**src/rtl/core/dpm_pkg.sv**
```systemverilog
// shared constants and helpers for the magnus dew point pipeline
// no dependencies
`timescale 1ns / 1ps

package dpm_pkg;

  localparam int          FRACTION_BITS_DEF = 16;
  localparam int          LOG_STEPS         = 28;
  localparam int          LOG_XW            = 31;
  localparam int          TEMP_W            = 11;
  localparam int          HUM_W             = 10;
  localparam int          DEW_W             = 11;
  localparam int          DEW_QW            = 12;
  localparam int          B_TENTHS          = 2377;
  localparam logic [29:0] LN2_Q30           = 30'd744261118;
  localparam int          DEW_LOW           = -900;
  localparam int          DEW_HIGH          = 800;

  // log2 in q28 by repeated squaring, evaluated at elaboration
  function automatic longint log2_q28(input longint v);
    longint x;
    longint frac;
    int     e;
    e    = 0;
    frac = 0;
    for (int i = 0; i < 31; i++) begin
      if ((v >> (i + 1)) != 0) begin
        e = i + 1;
      end
    end
    x = v << (30 - e);
    for (int i = 0; i < LOG_STEPS; i++) begin
      x    = (x * x) >> 30;
      frac = frac << 1;
      if (x >= (longint'(1) << 31)) begin
        x    = x >> 1;
        frac = frac | 1;
      end
    end
    return (longint'(e) << LOG_STEPS) + frac;
  endfunction

endpackage

```
**src/rtl/core/dpm_log_cell.sv**
```systemverilog
// one squaring step of the log2 fraction chain
// depends on dpm_pkg
`timescale 1ns / 1ps

module dpm_log_cell #(
  parameter int PW = 1
) (
  input  logic                                clk,
  input  logic                                rst_n,
  input  logic                                en,
  input  logic                                in_valid,
  input  logic [dpm_pkg::LOG_XW-1:0]          in_x,
  input  logic [dpm_pkg::LOG_STEPS-1:0]       in_frac,
  input  logic [PW-1:0]                       in_pay,
  output logic                                out_valid,
  output logic [dpm_pkg::LOG_XW-1:0]          out_x,
  output logic [dpm_pkg::LOG_STEPS-1:0]       out_frac,
  output logic [PW-1:0]                       out_pay
);

  logic                              valid_r;
  logic [dpm_pkg::LOG_XW-1:0]        x_r, x_nxt;
  logic [dpm_pkg::LOG_STEPS-1:0]     frac_r, frac_nxt;
  logic [PW-1:0]                     pay_r;
  logic [2*dpm_pkg::LOG_XW-1:0]      sq;
  logic [dpm_pkg::LOG_XW:0]          y;

  always_comb begin
    sq = in_x * in_x;
    y  = sq[2*dpm_pkg::LOG_XW-1:30];
    if (y[dpm_pkg::LOG_XW]) begin
      x_nxt    = y[dpm_pkg::LOG_XW:1];
      frac_nxt = {in_frac[dpm_pkg::LOG_STEPS-2:0], 1'b1};
    end else begin
      x_nxt    = y[dpm_pkg::LOG_XW-1:0];
      frac_nxt = {in_frac[dpm_pkg::LOG_STEPS-2:0], 1'b0};
    end
  end

  always_ff @(posedge clk) begin
    if (!rst_n) begin
      valid_r <= 1'b0;
    end else if (en) begin
      valid_r <= in_valid;
    end
  end

  always_ff @(posedge clk) begin
    if (en) begin
      x_r    <= x_nxt;
      frac_r <= frac_nxt;
      pay_r  <= in_pay;
    end
  end

  assign out_valid = valid_r;
  assign out_x     = x_r;
  assign out_frac  = frac_r;
  assign out_pay   = pay_r;

endmodule

```
**config.mk**
```make
export PLATFORM = sky130hd
export DESIGN_NAME = dpm_log_cell
export DESIGN_NICKNAME = d
export VERILOG_FILES = /design/src/rtl/core/dpm_pkg.sv /design/src/rtl/core/dpm_log_cell.sv
export SDC_FILE = /design/constraint.sdc
export NUM_CORES = 2
export LEC_CHECK = 0
export BUFFER_PORTS_ARGS = -buffer_cell sky130_fd_sc_hd__buf_2
export CAP_MARGIN = 20
export CORE_MARGIN = 2
export CORE_UTILIZATION = 30
export CTS_BUF_LIST = sky130_fd_sc_hd__clkbuf_4 sky130_fd_sc_hd__clkbuf_8
export DETAILED_ROUTE_END_ITERATION = 8
export GPL_TIMING_DRIVEN = 1
export SKIP_LAST_GASP = 1
export SLEW_MARGIN = 20
export SYNTH_ARGS = -nofsm -noshare
export SYNTH_HDL_FRONTEND = slang
export SYNTH_SLANG_ARGS = --single-unit
```
**constraint.sdc**
```tcl
create_clock -name clk -period 9.1 [get_ports clk]
set_clock_uncertainty 0.2 [all_clocks]
set_input_delay 1.365 -clock clk [delete_from_list [all_inputs] [get_ports clk]]
set_output_delay 1.365 -clock clk [all_outputs]
set_load 0.05 [all_outputs]
```
==> results.json <==
{
  "outcome": "completed",
  "cts_root_buffer": "clkbuf_8",
  "die_h_um": 317.6,
  "async_reset_ff_share_pct": 0,
  "grt_max_degree": 62,
  "synth_top_area_share_pct": 50.70,
  "fin_util_pct": 35.09,
  "arrival_ns": 8.77,
  "finalHoldWorstSlack_ns": 0.3209,
  "setup_ws_ns": 0.2162,
  "min_from": "out_valid$_SDFFE_PN0P_",
  "required_ns": 8.98,
  "num_vias": 20920,
  "drtIter0Drc": 818,
  "antenna_left": 0,
  "setup_viol": 0,
  "numCtsBuffers": 9,
  "netlist_instances": 3064,
  "crit_path_end_kind": "register",
  "drc": 0,
  "cts_max_path_buffers": 2,
  "rsz0062_at_grt": "yes",
  "fmax_mhz": 112.6,
  "postCtsHoldBufs": 0,
  "gp_congestion": 0.8781,
  "hold_end": "out_valid$_SDFFE_PN0P_",
  "vias_per_cell": 4.445,
  "drt_wl_total_mm": 71.82,
  "timing.final.crit_period_ns": 8.884,
  "pre_cts_ws_ns": -0.4343,
  "core_area_um2": 97840,
  "worst_path_max_delay_cell": "fa_1",
  "die_w_um": 317.6,
  "cts_sinks": 61,
  "layout.nets": 4492,
  "maxCapViolCount": 0,
  "netlist-cell-type-count": 71,
  "path_class": "in -> reg",
  "cts_tree": "built",
  "synth_area_um2": 29490,
  "antenna_found_initial": 4,
  "finalMaxSlewViolations": 0,
  "avgSynthCellArea_um2": 9.626,
  "dpl.hpwl_mm": 64.87,
  "grt_pass1_vias": 23080,
  "min_delay_path_depth": 2,
  "synth_top_cells_by_area": "fa_1, inv_1, ha_1",
  "syn-num-nets": 4144,
  "synthTopCellsByCount": "inv_1, fa_1, nand2_1, ha_1, and2_1",
  "wire_per_inst_um": 15.26,
  "ys_seq_elements": 61,
  "synth_ff_type": "edfxtp_1",
  "hold_viol": 0,
  "rr_worst_depth": 2,
  "grt_pass1_wl_mm": 118.6,
  "clk_latency_ns": 0.32,
  "critPathMaxStageDelay_ns": 0.56,
  "multiInputGateArea_um2": 23980,
  "finalCritPeriodShare_pct": 97.62,
  "cpMostUsedCell": "fa_1",
  "clkSlewWorstSetupHoldPaths_ns": 0.07,
  "rows": 115,
  "syn2layout_area_growth_pct": 16.41,
  "cp_max_fo": 11,
  "max_slew_margin_pct": 46.74,
  "ys_warn_count": 0,
  "reg2reg_to": "out_valid$_SDFFE_PN0P_",
  "ff_latch_area_um2": 1822,
  "cts_max_level": 3,
  "grt_util_all_layers_pct": 14.64,
  "worstSetupStartpointType": "input port",
  "worst_pin_slew_ns": 0.7989,
  "start_util_pct": 30.14,
  "seq_area_frac_synth_pct": 6.177,
  "tns_ns": 0,
  "yosys.area.top_type": "fa_1",
  "drive_gt1_share_pct": 15.72,
  "fillCellCount": 10030,
  "ff2ff_setup_slack_ns": 8.31,
  "dieArea_um2": 100800,
  "port_buffers": 123,
  "grt_overflow_total": 0,
  "synth_most_common_cell": "inv_1",
  "io_pins": 125,
  "firstDrtPassIters": 5,
  "synth-edff-count": 60,
  "worstReg2RegStart": "out_valid$_SDFFE_PN0P_",
  "hold_class": "reg -> reg"
}
==> worst max path at each step <==
| stage | startpoint | end | slack, ns | cells after the start |
|---|---|---|---|---|
| floorplan | in_x[7] | out_x[11]$_DFFE_PP_ | 0.002 | 28 |
| global route | in_x[9] | out_x[25]$_DFFE_PP_ | -0.03 | 31 |
| finish | in_x[7] | out_x[23]$_DFFE_PP_ | 0.22 | 27 |
| CTS | in_x[12] | out_x[29]$_DFFE_PP_ | 0.007 | 27 |
| global placement | in_x[9] | out_x[29]$_DFFE_PP_ | -0.38 | 27 |
| detailed placement | in_x[12] | out_x[29]$_DFFE_PP_ | -0.43 | 27 |
==> cell families (layout without fill, tap and decap cells) <==
| group | count (synthesis) | in the layout | synth area share [%] |
|---|---|---|---|
| fa+ha+maj | 1016 | 1016 | 62.11 |
| mux | 31 | 31 | 1.188 |
| xor+xnor | 60 | 60 | 1.782 |
| other cells | 0 | 1 | 0 |
| buf+inv | 1029 | 1382 | 13.29 |
| simple gates | 651 | 651 | 10.80 |
| flops | 61 | 61 | 6.177 |
| compound gates | 216 | 216 | 4.645 |
==> through the flow <==
stage,std cells,instance area [µm²]
detailed placement,4686,33820
global placement,4686,33820
finish,4705,34330
floorplan,3064,29490
global route,4705,34330
CTS,4702,34060
==> critical path: cells and delay by family <==
kind	cells	cell delay, ns
AO/OA/AOI/OAI	2	0.46
adder cells (fa/ha/maj)	9	4.29
multiplexers	1	0.26
AND/OR/NAND/NOR	7	1.39
buffers and inverters	8	0.96
==> placed cells by master, fill, tap and decap left out, types with 58 or more instances in the layout <==
master / count
nor2_1: 58
and2_1: 189
buf_4: 309
edfxtp_1: 60
buf_2: 115
inv_1: 916
fa_1: 746
nand2_1: 290
ha_1: 262
a21oi_1: 68
==> metal layers <==
metal	up-vias	share of wire, %	track usage [%]
met5	-	0	0
li1	9680	-	-
met4	0	2.4	3.312
met1	10760	41	18.41
met3	88	3.3	1.242
met2	389	54	27.15
==> flip-flops by register name, summed over array words and instances (netlist names) <==
name,cells
out_pay,1
out_valid,1
out_x,31
out_frac,28
==> layout make-up <==
cell class              instances  area share (%)
multi-input cells            1974           69.84
inverters                     919           10.07
repair buffers                447           9.406
flip-flops and latches         61           5.306
well taps                    1287           4.690
clock buffers                  13          0.4847
clock inverters                 3          0.1968
diodes                          1        0.007288
==> what timing repair did <==
item | in CTS | in global routing
pin swaps | 1 | 9
gates resized for setup | 2 | 58
cloned | 0 | 0
endpoints found under the setup margin | 2 | 32
buffers inserted | 0 | 2
Power is not shown: default switching activity piles up to over one toggle a cycle in this logic, so the estimate is an artifact.
