===== src/rtl/core/dpm_div_cell.sv =====
// one restoring division step, one quotient bit per cell
// no dependencies
`timescale 1ns / 1ps

module dpm_div_cell #(
  parameter int DW = 12,
  parameter int QW = 8,
  parameter int PW = 1
) (
  input  logic          clk,
  input  logic          rst_n,
  input  logic          en,
  input  logic          in_valid,
  input  logic [DW-1:0] in_rem,
  input  logic [QW-1:0] in_quo,
  input  logic [DW-1:0] in_dvs,
  input  logic [PW-1:0] in_pay,
  output logic          out_valid,
  output logic [DW-1:0] out_rem,
  output logic [QW-1:0] out_quo,
  output logic [DW-1:0] out_dvs,
  output logic [PW-1:0] out_pay
);

  logic          valid_r;
  logic [DW-1:0] rem_r, rem_nxt;
  logic [QW-1:0] quo_r, quo_nxt;
  logic [DW-1:0] dvs_r;
  logic [PW-1:0] pay_r;
  logic [DW:0]   trial;
  logic [DW:0]   diff;

  always_comb begin
    trial = {in_rem, in_quo[QW-1]};
    diff  = trial - {1'b0, in_dvs};
    if (trial >= {1'b0, in_dvs}) begin
      rem_nxt = diff[DW-1:0];
      quo_nxt = {in_quo[QW-2:0], 1'b1};
    end else begin
      rem_nxt = trial[DW-1:0];
      quo_nxt = {in_quo[QW-2:0], 1'b0};
    end
  end

  always_ff @(posedge clk) begin
    if (!rst_n) begin
      valid_r <= 1'b0;
    end else if (en) begin
      valid_r <= in_valid;
    end
  end

  always_ff @(posedge clk) begin
    if (en) begin
      rem_r <= rem_nxt;
      quo_r <= quo_nxt;
      dvs_r <= in_dvs;
      pay_r <= in_pay;
    end
  end

  assign out_valid = valid_r;
  assign out_rem   = rem_r;
  assign out_quo   = quo_r;
  assign out_dvs   = dvs_r;
  assign out_pay   = pay_r;

endmodule


===== config.mk =====
export PLATFORM = sky130hd
export DESIGN_NAME = dpm_div_cell
export DESIGN_NICKNAME = d
export VERILOG_FILES = /design/src/rtl/core/dpm_div_cell.sv
export SDC_FILE = /design/constraint.sdc
export NUM_CORES = 1
export LEC_CHECK = 0
export BUFFER_PORTS_ARGS = -buffer_cell sky130_fd_sc_hd__buf_2
export CAP_MARGIN = 20
export CELL_PAD_IN_SITES_DETAIL_PLACEMENT = 0
export CELL_PAD_IN_SITES_GLOBAL_PLACEMENT = 1
export CORE_MARGIN = 2
export CORE_UTILIZATION = 41
export DETAILED_ROUTE_END_ITERATION = 12
export PLACE_DENSITY_LB_ADDON = 0.25
export RECOVER_POWER = 50
export SLEW_MARGIN = 10
export SYNTH_ARGS = -nofsm -noshare
export SYNTH_HDL_FRONTEND = slang
export SYNTH_SLANG_ARGS = --single-unit

===== constraint.sdc =====
create_clock -name clk -period 6.9 [get_ports clk]
set_input_delay 0.345 -clock clk [delete_from_list [all_inputs] [get_ports clk]]
set_output_delay 0.345 -clock clk [all_outputs]
set_load 0.05 [all_outputs]

==> results of run 1 <==
-- where the power goes --
part           leakage [nW]  switching [mW]  total (mW)  internal, mW
combinational         0.661           0.133       0.199        0.0664
sequential            0.331         0.00463       0.258         0.254
clock                0.0683          0.0810       0.226         0.145
-- sequential cells by signal, summed over array words and instances, names as in the netlist --
register,cells
out_dvs,12
out_rem,12
out_quo,8
out_pay,1
out_valid,1
-- worst paths after layout --
| kind | start | cells after the start | to |
|---|---|---|---|
| worst min register to register | out_valid | 2 | out_valid |
| worst max register to register | out_valid | 2 | out_valid |
| worst max-delay path | in_dvs[1] | 9 | out_rem[2] |
| worst min-delay path | in_quo[3] | 1 | out_quo[4] |
-- kinds of logic (layout without fill, tap and decap cells) --
group | Yosys count | count (layout) | synth area share
xor gates and xnor gates | 8 | 8 | 0.0372
buffers and inverters | 17 | 93 | 0.0399
DFF | 34 | 34 | 0.537
AOI/OAI and AO/OA | 23 | 23 | 0.0970
muxes | 14 | 14 | 0.0950
adders and majority gates | 13 | 13 | 0.0904
and+or+nand+nor | 35 | 35 | 0.104
-- per-stage QoR --
| step | power (mW) | util | hold slack, ns | instance area, um2 |
|---|---|---|---|---|
| floorplan | 0.418 | - | 0.444 | 1880 |
| global placement | 0.460 | 0.520 | 0.490 | 2280 |
| detailed placement | 0.464 | 0.520 | 0.524 | 2280 |
| CTS | 0.690 | 0.551 | 0.218 | 2420 |
| global route | 0.712 | 0.549 | 0.210 | 2410 |
| finish | 0.684 | 0.549 | 0.226 | 2410 |
-- critical path, cell delays in order --
cell      delay (ns)
clkbuf_1        0.15
inv_1           0.06
ha_1            0.29
nor2b_4         0.13
o31a_1          0.26
o31a_1          0.28
o311a_4         0.32
nor4_4          0.82
mux2_2          0.42
-- metal layers --
metal,share of wire,vias to the layer above
met5,0,-
li1,-,683
met3,0.076,9
met4,0.018,0
met2,0.47,54
met1,0.43,629
-- final cells by class --
cell class	count	area, um2	area share
Tap cell	52	65.1	0.0270
Multi-Input combinational cell	93	797	0.331
Inverter	15	56.3	0.0234
Clock buffer	5	68.8	0.0286
Sequential cell	34	1010	0.420
Timing Repair Buffer	70	339	0.141
Clock inverter	3	68.8	0.0286
-- cells in the final DEF, fill, tap and decap left out, types with 2 or more instances in the layout --
master / n
buf_2: 61
edfxtp_1: 33
inv_1: 15
ha_1: 12
nor2_1: 9
nand3_1: 9
clkbuf_1: 9
mux2_4: 7
a21oi_1: 5
nor2b_1: 5
xnor2_1: 5
clkbuf_8: 5
nand2_1: 4
mux2i_1: 4
nor3_1: 3
xor2_1: 3
o21ai_0: 3
mux2_2: 3
o21a_1: 2
o31a_1: 2
bufinv_16: 2
==> impl_metrics.env, run 1 <==
export IMPL_tightest_slew_ns=1.85
export IMPL_path_max_fanout=13
export IMPL_drcViolationCount=0
export IMPL_final_layout_size_suffix_gt1_frac=0.382
export IMPL_drt_pass1_iterations=4
export IMPL_grt_use_total=0.157
export IMPL_syn_nets=194
export IMPL_drtIter0Drc=62
export IMPL_die_area_mm2=0.00515
export IMPL_vias_per_cell=5.06
export IMPL_routed_wl_mm=3.87
export IMPL_p_leak_nw=1.06
export IMPL_cp_end_kind="register"
export IMPL_io_pins=71
export IMPL_rows=24
export IMPL_startpoint_type="input pin"
export IMPL_dpl_hpwl_mm=2.79
export IMPL_wl_per_cell_um=14.2
export IMPL_synth_area_mm2=0.00188
export IMPL_skew_ns=0
export IMPL_fin_cells=272
export IMPL_status="complete, but fails checks"
export IMPL_fin_ws_ns=3.87
export IMPL_antenna_found_initial=0
export IMPL_synth_top_area_frac=0.526
export IMPL_synth_area_leaders="edfxtp_1, ha_1, mux2_4"
export IMPL_critical_path_class="in -> reg"
export IMPL_hold_path_class="in -> reg"
export IMPL_post_cts_buffers=0
export IMPL_rsz0062_at_grt="false"
export IMPL_htree_levels=2
export IMPL_vias=1375
export IMPL_synth_cells=144
export IMPL_busiest_layer="met2"
export IMPL_use_met2=0.253
export IMPL_setup_tns_ns=0
export IMPL_ir_drop_mv=0.107
export IMPL_p_per_area_mw_per_mm2=284
export IMPL_grt_pass1_wl_mm=6.20
export IMPL_min_period_ns=3.03
export IMPL_syn_to_final_growth_pct=27.8
export IMPL_hold_viol=0
export IMPL_num_antenna_cells=0
export IMPL_core_mm2=0.00438
export IMPL_synth_most_common_cell="edfxtp_1"
export IMPL_met1_usage=0.189
export IMPL_setup_viol=0
export IMPL_synth_warning_count=0
export IMPL_ys_ff_latch=34
export IMPL_synthArstFlopShare=0
export IMPL_maxCapViolations=1
export IMPL_cts_max_path_buffers=2
export IMPL_required_ns=6.95
export IMPL_die_x_um=71.8
export IMPL_slew_violations=35
export IMPL_globalplace_congestion=0.854
export IMPL_placed_cells=264
export IMPL_ys_seq_area_frac=0.537
export IMPL_grt_use_met3=0.0549
export IMPL_cts_sinks=34
export IMPL_ctsResizeCount=0
export IMPL_synth_edff_count=33
export IMPL_cts_buffers_inserted=5
export IMPL_start_util=0.430
export IMPL_synth_flop_cell="edfxtp_1"
export IMPL_numPortBuffers=70
export IMPL_reg2reg_slack_ns=6.26
export IMPL_layout_nets=269
export IMPL_ctsHoldBuffers=0
export IMPL_avgSynthCellArea_um2=13.1
export IMPL_clk_latency_ns=0.29
export IMPL_violations="capacitance limit, slew limit"
export IMPL_die_h_um=71.8
export IMPL_fillers=391
export IMPL_fmax_mhz=330
export IMPL_post_route_period_util=0.439
export IMPL_place_worst_setup_slack_ns=3.57
export IMPL_grt_pass1_vias=1393
export IMPL_synthTopCellsByCount="edfxtp_1, inv_1, ha_1, nand3_1, nor2_1"
export IMPL_cts_tree="built"
export IMPL_cp_arrival_ns=3.08
export IMPL_gr_total_overflow=0
export IMPL_grt_max_degree=35
export IMPL_clockRootBuffer="clkbuf_8"
export IMPL_ant_nets=0
export IMPL_ys_types=37
export IMPL_yosys_area_top_type="edfxtp_1"
export IMPL_max_slew_margin=-0.233
export IMPL_clk_pin_slew_ns=0.08
Note: power is estimated with default switching activity, not from simulation.
==> inputs of run 2 (changes only) <==
--- a/config.mk
+++ b/config.mk
@@ -10,7 +10,7 @@
 export CELL_PAD_IN_SITES_DETAIL_PLACEMENT = 0
 export CELL_PAD_IN_SITES_GLOBAL_PLACEMENT = 1
 export CORE_MARGIN = 2
-export CORE_UTILIZATION = 41
+export CORE_UTILIZATION = 34
 export DETAILED_ROUTE_END_ITERATION = 12
 export PLACE_DENSITY_LB_ADDON = 0.25
 export RECOVER_POWER = 50
==> constraint.sdc (replaced) <==
create_clock -name clk -period 2.6 [get_ports clk]
set_input_delay 0.13 -clock clk [delete_from_list [all_inputs] [get_ports clk]]
set_output_delay 0.13 -clock clk [all_outputs]
set_load 0.05 [all_outputs]
==> run 2 against run 1 <==
  * The flow still finishes with violations (capacitance limit, slew limit)
  * Critical path depth is 1 higher
  * Final cell count is 9.6% higher
  * Die area is 19% higher
  * Via count is 1.0% lower
  * Sequential cell count stayed put
  * Largest power group unchanged
  * Highest routed layer unchanged
==> impl_metrics.env, run 2 (synthesis results as in run 1) <==
export IMPL_layout_common_cells="buf_2, edfxtp_1, inv_1, ha_1"
export IMPL_p_switching_uw=566
export IMPL_startpoint_type="input pin"
export IMPL_p_comb_frac=0.327
export IMPL_min_from="in_quo[5]"
export IMPL_rows=27
export IMPL_rr_endpoint="out_valid"
export IMPL_cts_sinks=34
export IMPL_path_cells="clkbuf_1, inv_1, ha_1, nor2b_4, o31a_1, o31a_1, o311a_4, nor4_4, buf_4, mux2_2"
export IMPL_critical_path_class="in -> reg"
export IMPL_htree_levels=2
export IMPL_io_pins=71
export IMPL_hold_depth=1
export IMPL_cp_end_kind="register"
export IMPL_max_slew_margin=-0.235
export IMPL_setup_tns_ns=0
export IMPL_fmax_mhz=445
export IMPL_swShare=0.345
export IMPL_min_to="out_quo[6]"
export IMPL_min_period_ns=2.24
export IMPL_ir_drop_mv=0.275
export IMPL_clockRootBuffer="clkbuf_8"
export IMPL_core_mm2=0.00544
export IMPL_internal_power_mw=1.07
export IMPL_grt_max_degree=35
export IMPL_rsz0062_at_grt="false"
export IMPL_setup_viol=0
export IMPL_cp_slowest_cell="mux2_2"
export IMPL_die_h_um=78.4
export IMPL_maxCapViolations=1
export IMPL_grt_use_total=0.123
export IMPL_clk_latency_ns=0.28
export IMPL_drtIter0Drc=37
export IMPL_numPortBuffers=70
export IMPL_final_layout_size_suffix_gt1_frac=0.398
export IMPL_p_per_area_mw_per_mm2=672
export IMPL_ant_nets=0
export IMPL_power_mw=1.64
export IMPL_hold_viol=0
export IMPL_violations="capacitance limit, slew limit"
export IMPL_antenna_found_initial=0
export IMPL_rr_worst_depth=2
export IMPL_post_route_period_util=0.863
export IMPL_vias=1361
export IMPL_grt_pass1_wl_mm=5.82
export IMPL_reg2reg_slack_ns=1.99
export IMPL_tightest_slew_ns=1.85
export IMPL_gr_total_overflow=0
export IMPL_cts_max_path_buffers=2
export IMPL_drcViolationCount=0
export IMPL_post_cts_buffers=0
export IMPL_start_util=0.346
export IMPL_crit_family="compound AO/OA/AOI/OAI gates"
export IMPL_syn_to_final_growth_pct=29.4
export IMPL_die_x_um=78.4
export IMPL_skew_ns=0
export IMPL_critPathBufInv=3
export IMPL_required_ns=2.65
export IMPL_grt_pass1_vias=1287
export IMPL_globalplace_congestion=0.771
export IMPL_clk_pin_slew_ns=0.07
export IMPL_die_area_mm2=0.00615
export IMPL_slew_violations=35
export IMPL_cts_tree="built"
export IMPL_hold_path_class="in -> reg"
export IMPL_p_clk_frac=0.254
export IMPL_cts_buffers_inserted=5
export IMPL_dpl_hpwl_mm=2.84
export IMPL_cp_arrival_ns=2.29
export IMPL_seq_power_share=0.419
export IMPL_layout_nets=275
export IMPL_r2r_start="out_valid"
export IMPL_routed_wl_mm=3.76
export IMPL_layout_commonest_cell="buf_2"
export IMPL_p_leak_nw=1.07
export IMPL_wl_per_cell_um=12.6
export IMPL_num_antenna_cells=0
export IMPL_status="complete, but fails checks"
export IMPL_slowest_delay_ns=0.34
export IMPL_crit_path_frequent_cell="o31a_1"
export IMPL_ctsResizeCount=0
export IMPL_vias_per_cell=4.57
export IMPL_path_max_fanout=7
export IMPL_drt_pass1_iterations=4
export IMPL_ctsHoldBuffers=0
run 2: area by class of cell:
cell class,count,area (um2)
clock buffers,6,82.6
flip-flops and latches,34,1010
clock inverters,2,12.5
inverters,15,56.3
well taps,72,90.1
repair buffers,76,388
fillers,537,3000
multi-input cells,93,797
run 2: layer usage:
metal	routed length, um	global-route usage	up-vias	part of all wire
li1	-	-	701	-
met1	1750	0.155	606	0.46
met2	1710	0.193	47	0.46
met3	236	0.0402	7	0.063
met4	66	0.0526	0	0.018
met5	0	0	-	0
run 2: power groups by stage:
stage	registers [mW]	logic [mW]	clock network, mW
after floorplan	0.908	0.200	0
after global placement	0.699	0.538	0
after detailed placement	0.699	0.540	0
after CTS	0.687	0.541	0.436
after global routing	0.692	0.572	0.451
final	0.687	0.535	0.416
run 2: worst max-delay path by stage:
stage | from | to | slack (ns) | cells after the start
4_1_cts | in_dvs[1] | out_rem[2] | 0.41 | 10
5_1_grt | in_dvs[1] | out_rem[3] | 0.23 | 10
3_5_place_dp | in_dvs[1] | out_rem[3] | 0.08 | 10
6_report | in_dvs[1] | out_rem[2] | 0.36 | 10
2_1_floorplan | in_dvs[1] | out_rem[10] | 0.22 | 9
3_3_place_gp | in_dvs[1] | out_rem[2] | 0.11 | 10
run 2: through the flow:
stage               setup slack [ns]  hold slack (ns)  area, um2  utilization  cells
floorplan                      0.217            0.229       1880            -    144
global placement               0.110            0.307       2340        0.431    289
detailed placement            0.0825            0.309       2340        0.431    289
CTS                            0.411         0.000992       2440        0.448    297
global route                   0.233          0.00639       2440        0.448    298
finish                         0.355           0.0163       2440        0.448    298
run 2: worst register-to-register path, cell delays in order, from the launching register on:
cell	delay [ns]
dfxtp_1	0.33
mux2i_1	0.06
nor2b_1	0.16
